<file path="config.mk">
export PLATFORM = sky130hd
export DESIGN_NAME = incremental_pi_velocity_controller_core
export DESIGN_NICKNAME = d
export VERILOG_FILES = /design/src/hdl/ipvc_pkg.sv /design/src/hdl/incremental_pi_velocity_controller_core.sv
export SDC_FILE = /design/constraint.sdc
export NUM_CORES = 2
export LEC_CHECK = 0
export ABC_CLOCK_PERIOD_IN_PS = 16200
export BUFFER_PORTS_ARGS = -buffer_cell sky130_fd_sc_hd__buf_2
export CAP_MARGIN = 20
export CORE_ASPECT_RATIO = 0.6
export CORE_UTILIZATION = 45
export CTS_CLUSTER_SIZE = 28
export DETAILED_ROUTE_END_ITERATION = 8
export GPL_ROUTABILITY_DRIVEN = 1
export PLACE_DENSITY_LB_ADDON = 0.12
export REMOVE_ABC_BUFFERS = 1
export SETUP_SLACK_MARGIN = 0.4
export SYNTH_ARGS = -nofsm -noshare
export SYNTH_HDL_FRONTEND = slang
export SYNTH_SLANG_ARGS = --single-unit
export TNS_END_PERCENT = 100
</file>
<file path="constraint.sdc">
create_clock -name clk -period 16.2 [get_ports clk]
set_clock_uncertainty 0.15 [all_clocks]
set_input_delay 0 -clock clk [delete_from_list [all_inputs] [get_ports clk]]
set_output_delay 0 -clock clk [all_outputs]
set_load 0.02 [all_outputs]
</file>
<file path="src/hdl/ipvc_pkg.sv">
`default_nettype none

package ipvc_pkg;

    localparam int SpeedWidth = 16;
    localparam int ErrWidth   = 17;
    localparam int DeltaWidth = 18;
    localparam int GainWidth  = 16;
    localparam int LimitWidth = 13;
    localparam int DriveWidth = 14;
    localparam int SumWidth   = 36;
    localparam int FracBits   = 8;
    localparam int QuotWidth  = SumWidth - FracBits;
    localparam int Channels   = 2;

    localparam int CfgIndexWidth = 2;
    localparam int CfgDataWidth  = 16;

    typedef enum logic [CfgIndexWidth-1:0] {
        REG_DIFF_GAIN    = 2'd0,
        REG_ERROR_GAIN   = 2'd1,
        REG_OUTPUT_LIMIT = 2'd2
    } reg_index_t;

    localparam logic [GainWidth-1:0]  DiffGainReset    = 16'd333;
    localparam logic [GainWidth-1:0]  ErrorGainReset   = 16'd666;
    localparam logic [LimitWidth-1:0] OutputLimitReset = 13'd7000;

endpackage

`default_nettype wire

</file>
<file path="src/hdl/incremental_pi_velocity_controller_core.sv">
`default_nettype none

// Two-channel incremental PI speed controller. Each input transfer carries a target and a
// measured speed on s_tdata and the motor channel on s_tuser; the block adds
// diff_gain*(error - previous error) + error_gain*error (Q8.8 gains) to that channel's
// stored drive, truncates toward zero, clamps to +/-output_limit and returns the new drive
// on m_tdata. One item is accepted every cycle unless the output stalls; each item passes
// through the input register, then the two gain multipliers, the adder and the clamp into
// the result register, where the channel state is updated too. Items on the same channel
// may follow each other back to back. Registers are written via wr_en/wr_index/wr_data
// by the user only while no item is in flight; the block itself does not enforce this.
module incremental_pi_velocity_controller_core
    import ipvc_pkg::*;
(
    input  wire logic                     clk,
    input  wire logic                     rst_n,
    input  wire logic                     s_tvalid,
    output logic                          s_tready,
    input  wire logic [31:0]              s_tdata,   // target_speed, measured_speed
    input  wire logic [0:0]               s_tuser,   // channel
    output logic                          m_tvalid,
    input  wire logic                     m_tready,
    output logic [15:0]                   m_tdata,   // drive, zero pad
    input  wire logic                     wr_en,
    input  wire logic [CfgIndexWidth-1:0] wr_index,
    input  wire logic [CfgDataWidth-1:0]  wr_data
);

    logic [GainWidth-1:0]  diff_gain_reg;
    logic [GainWidth-1:0]  error_gain_reg;
    logic [LimitWidth-1:0] output_limit_reg;

    logic signed [DriveWidth-1:0] drive_store_reg [Channels];
    logic signed [ErrWidth-1:0]   last_error_reg  [Channels];

    logic                         in_valid_reg;
    logic                         in_channel_reg;
    logic signed [SpeedWidth-1:0] in_target_reg;
    logic signed [SpeedWidth-1:0] in_measured_reg;

    logic                         out_valid_reg;
    logic signed [DriveWidth-1:0] out_drive_reg;

    logic                         advance;
    logic signed [ErrWidth-1:0]   err;
    logic signed [DeltaWidth-1:0] delta;
    logic signed [SumWidth-1:0]   diff_term;
    logic signed [SumWidth-1:0]   error_term;
    logic signed [SumWidth-1:0]   base_term;
    logic signed [SumWidth-1:0]   sum;
    logic signed [QuotWidth-1:0]  quot;
    logic signed [QuotWidth-1:0]  lim_pos;
    logic signed [QuotWidth-1:0]  lim_neg;
    logic signed [DriveWidth-1:0] drive_next;

    assign advance  = !out_valid_reg || m_tready;
    assign s_tready = !in_valid_reg || advance;
    assign m_tvalid = out_valid_reg;
    assign m_tdata  = {{(16-DriveWidth){1'b0}}, out_drive_reg};

    always_ff @(posedge clk or negedge rst_n)
    begin
        if (!rst_n)
        begin
            diff_gain_reg    <= DiffGainReset;
            error_gain_reg   <= ErrorGainReset;
            output_limit_reg <= OutputLimitReset;
        end
        else if (wr_en)
        begin
            unique case (wr_index)
                REG_DIFF_GAIN:    diff_gain_reg    <= wr_data[GainWidth-1:0];
                REG_ERROR_GAIN:   error_gain_reg   <= wr_data[GainWidth-1:0];
                REG_OUTPUT_LIMIT: output_limit_reg <= wr_data[LimitWidth-1:0];
                default:          ;
            endcase
        end
    end

    always_ff @(posedge clk or negedge rst_n)
    begin
        if (!rst_n)
        begin
            in_valid_reg <= 1'b0;
        end
        else if (s_tready)
        begin
            in_valid_reg <= s_tvalid;
        end
    end

    always_ff @(posedge clk)
    begin
        if (s_tvalid && s_tready)
        begin
            in_channel_reg  <= s_tuser[0];
            in_target_reg   <= $signed(s_tdata[15:0]);
            in_measured_reg <= $signed(s_tdata[31:16]);
        end
    end

    always_comb
    begin
        err   = $signed({in_target_reg[SpeedWidth-1], in_target_reg})
              - $signed({in_measured_reg[SpeedWidth-1], in_measured_reg});
        delta = $signed({err[ErrWidth-1], err})
              - $signed({last_error_reg[in_channel_reg][ErrWidth-1],
                         last_error_reg[in_channel_reg]});
        diff_term  = SumWidth'($signed({1'b0, diff_gain_reg}) * delta);
        error_term = SumWidth'($signed({1'b0, error_gain_reg}) * err);
        base_term  = SumWidth'($signed({drive_store_reg[in_channel_reg], {FracBits{1'b0}}}));
        sum        = base_term + diff_term + error_term;
        quot       = $signed(sum[SumWidth-1:FracBits]);
        if (sum[SumWidth-1] && (|sum[FracBits-1:0]))
        begin
            quot = quot + QuotWidth'(1);
        end
        lim_pos = $signed({{(QuotWidth-LimitWidth){1'b0}}, output_limit_reg});
        lim_neg = -lim_pos;
        if (quot > lim_pos)
        begin
            drive_next = lim_pos[DriveWidth-1:0];
        end
        else if (quot < lim_neg)
        begin
            drive_next = lim_neg[DriveWidth-1:0];
        end
        else
        begin
            drive_next = quot[DriveWidth-1:0];
        end
    end

    always_ff @(posedge clk or negedge rst_n)
    begin
        if (!rst_n)
        begin
            out_valid_reg <= 1'b0;
            for (int i = 0; i < Channels; i++)
            begin
                drive_store_reg[i] <= '0;
                last_error_reg[i]  <= '0;
            end
        end
        else if (advance)
        begin
            out_valid_reg <= in_valid_reg;
            if (in_valid_reg)
            begin
                drive_store_reg[in_channel_reg] <= drive_next;
                last_error_reg[in_channel_reg]  <= err;
            end
        end
    end

    always_ff @(posedge clk)
    begin
        if (advance && in_valid_reg)
        begin
            out_drive_reg <= drive_next;
        end
    end

    assert property (@(posedge clk) disable iff (!rst_n) !m_tvalid |-> s_tready)
        else $error("input stalled while result register is empty");

    assert property (@(posedge clk) disable iff (!rst_n)
        (s_tvalid && s_tready) |=> in_valid_reg)
        else $error("accepted transfer lost from input register");

    assert property (@(posedge clk) disable iff (!rst_n)
        (in_valid_reg && !advance) |=> (in_valid_reg && $stable(in_target_reg)
                                        && $stable(in_measured_reg)))
        else $error("pending item dropped during output stall");

    assert property (@(posedge clk) disable iff (!rst_n)
        (drive_store_reg[0] != 14'sh2000) && (drive_store_reg[1] != 14'sh2000))
        else $error("stored drive outside clamp range");

endmodule

`default_nettype wire

</file>
==> reports/metrics.csv <==
metric,value,unit
critPathMaxFanout,45,
timing.final.crit_period,15050,ps
synth_cell_type_count,89,
vias,24010,
drv_slew,0,
path_class,flop to flop,
ys_ff_latch,156,
status,"complete, no violations",
async_flop_share,69.87,%
core_area,0.07038,sq mm
cp_slowest_cell,fa_1,
maxCapViolCount,0,
avgSynthCellArea,9.369,sq um
die_w,347.5,microns
synth_edf_count,47,
num_io_pins,74,
crit_family,adder cells,
clk_path_buf_depth,2,
cp-start-kind,flop,
rows,75,
die_area,0.07271,sq mm
initial_utilization,45.78,%
clk_pin_slew,70,ps
htree_levels,4,
synth_warnings,0,
rsz0062_at_grt,false,
ff_latch_area,0.004160,sq mm
antenna_cells,0,
drt-vias-per-instance,5.386,
worst_path_largest_cell_delay,600,ps
dp_hpwl,77300,microns
worstHoldPathType,input pin to flop,
fill_cells,6581,
grt_max_degree,72,
area_growth,8.908,%
nets,4459,
hold_viol,0,
yosys-top-cells-area,"fa_1 (38%), ha_1 (11%), inv_1 (8.8%)",
multi_input_area,0.02489,sq mm
cp-end-kind,flop,
crit_top_cell,fa_1,
synthFlopType,dfrtp_1,
drive_above_1_share,9.734,%
drt.antenna.violating_nets,0,
routedWlPerCell,21.55,microns
grt_use_total,27.53,%
antenna_found_initial,3,
cts_tree,yes,
finalNonFillerCells,4458,
die_y,209.3,microns
critPathBufInv,9,
clockRootBuffer,clkbuf_16,
io_buffers,71,
synth_cells,3439,
wirelength,96060,microns
dpl.cell_count,4356,
post-route-period-util,92.93,%
max_clock_freq,66.43,MHz
worstPathRequired,16250,ps
grt.overflow.total,0,
gp_congestion,0.9605,
cts_buffers,17,
synth_top_cell_area_share,37.78,%
first_iter_violations,1825,
clkSinkCount,156,
setup_tns,0,ps
drc_errors,0,
finalSetupViolations,0,
seq_area_frac_synth,12.91,%
largest_reg_flops,34,
clock_latency,460,ps
tightest_slew,1151,ps
grt_pass1_vias,25350,
netlist_area,0.03222,sq mm
yosys.area.top_type,fa_1,
grt_pass1_wl,151000,microns
stdcell_area,0.03509,sq mm
slew_headroom,23.24,%
drtPass1Iterations,7,
placed_cell_area,0.03367,sq mm
whs,76.88,ps
worstPathArrival,15100,ps
yosysMostFrequentCell,inv_1,
synth_commonest_cells,"inv_1 (755), fa_1 (608), nand2_1 (421), ha_1 (274), and2_1 (257)",
-- per-layer routing --
metal	global-route usage, %	up-vias	share of wire, %
met4	5.727	0	2.0
met1	43.04	12370	48
li1	-	10730	-
met2	39.16	831	41
met5	0	-	0
met3	5.486	82	8.4
-- tightest hold or removal path, cell delays in order --
cell	delay, ps
buf_2	100
nor3b_2	40
buf_4	230
mux2_2	260
-- worst paths after layout --
kind	start	end	slack (ps)	cells after the start
max	in_measured_reg[0]	out_drive_reg[4]	1150	57
min reg2reg	last_error_reg[22]	last_error_reg[22]	330	2
min	wr_index[0]	diff_gain_reg[13]	80	4
max in group asynchronous	rst_n	last_error_reg[1]	14380	4
max reg2reg	in_measured_reg[0]	out_drive_reg[4]	1150	57
min in group asynchronous	rst_n	output_limit_reg[12]	490	3
-- repair_timing --
action	CTS	global route
gates resized for setup	0	38
setup endpoints to repair	0	42
buffers inserted	0	12
hold buffers	55	0
hold endpoints to repair	118	0
-- placed cells by master (no fill, tap or decap), types with 54 or more instances in the layout --
| master | Yosys | layout |
|---|---|---|
| buf_4 | 4 | 68 |
| and2_1 | 257 | 257 |
| buf_2 | 7 | 70 |
| nor2b_1 | 61 | 60 |
| o21ai_0 | 72 | 69 |
| inv_1 | 755 | 753 |
| ha_1 | 274 | 272 |
| mux2_2 | 71 | 71 |
| nor2_1 | 90 | 88 |
| dfrtp_1 | 92 | 92 |
| fa_1 | 608 | 606 |
| dlygate4sd3_1 | 0 | 54 |
| nand2_1 | 421 | 420 |
| a21oi_1 | 80 | 75 |
-- through the flow --
stage,utilization (%),setup WS [ps]
6_report,49.86,1146
5_1_grt,49.86,401.9
4_1_cts,49.45,678.8
3_5_place_dp,47.84,775.5
3_3_place_gp,47.84,1054
2_1_floorplan,-,1571
-- cell type report --
cell class,instances,share of cell area (%)
inverter,755,8.097
timing repair buffer,196,4.182
sequential,156,11.86
tap,924,3.295
clock inverter,12,0.3031
multi-input combinational,2395,70.94
clock buffer,20,1.330
-- cell families (layout without fill, tap and decap cells) --
kind of cell | Yosys count | in the layout | share of synthesized area, %
AOI/OAI and AO/OA | 321 | 323 | 6.671
xor gates and xnor gates | 79 | 79 | 2.237
adders and majority gates | 882 | 882 | 48.42
buffers and inverters | 891 | 983 | 10.55
DFF | 156 | 156 | 12.91
muxes | 103 | 103 | 3.557
other | 1 | 2 | 0.01164
and+or+nand+nor | 1006 | 1006 | 15.65
Power is left out: the tool's default activity adds up to more than one toggle a clock period on the data nets, which glitch-free logic cannot reach.
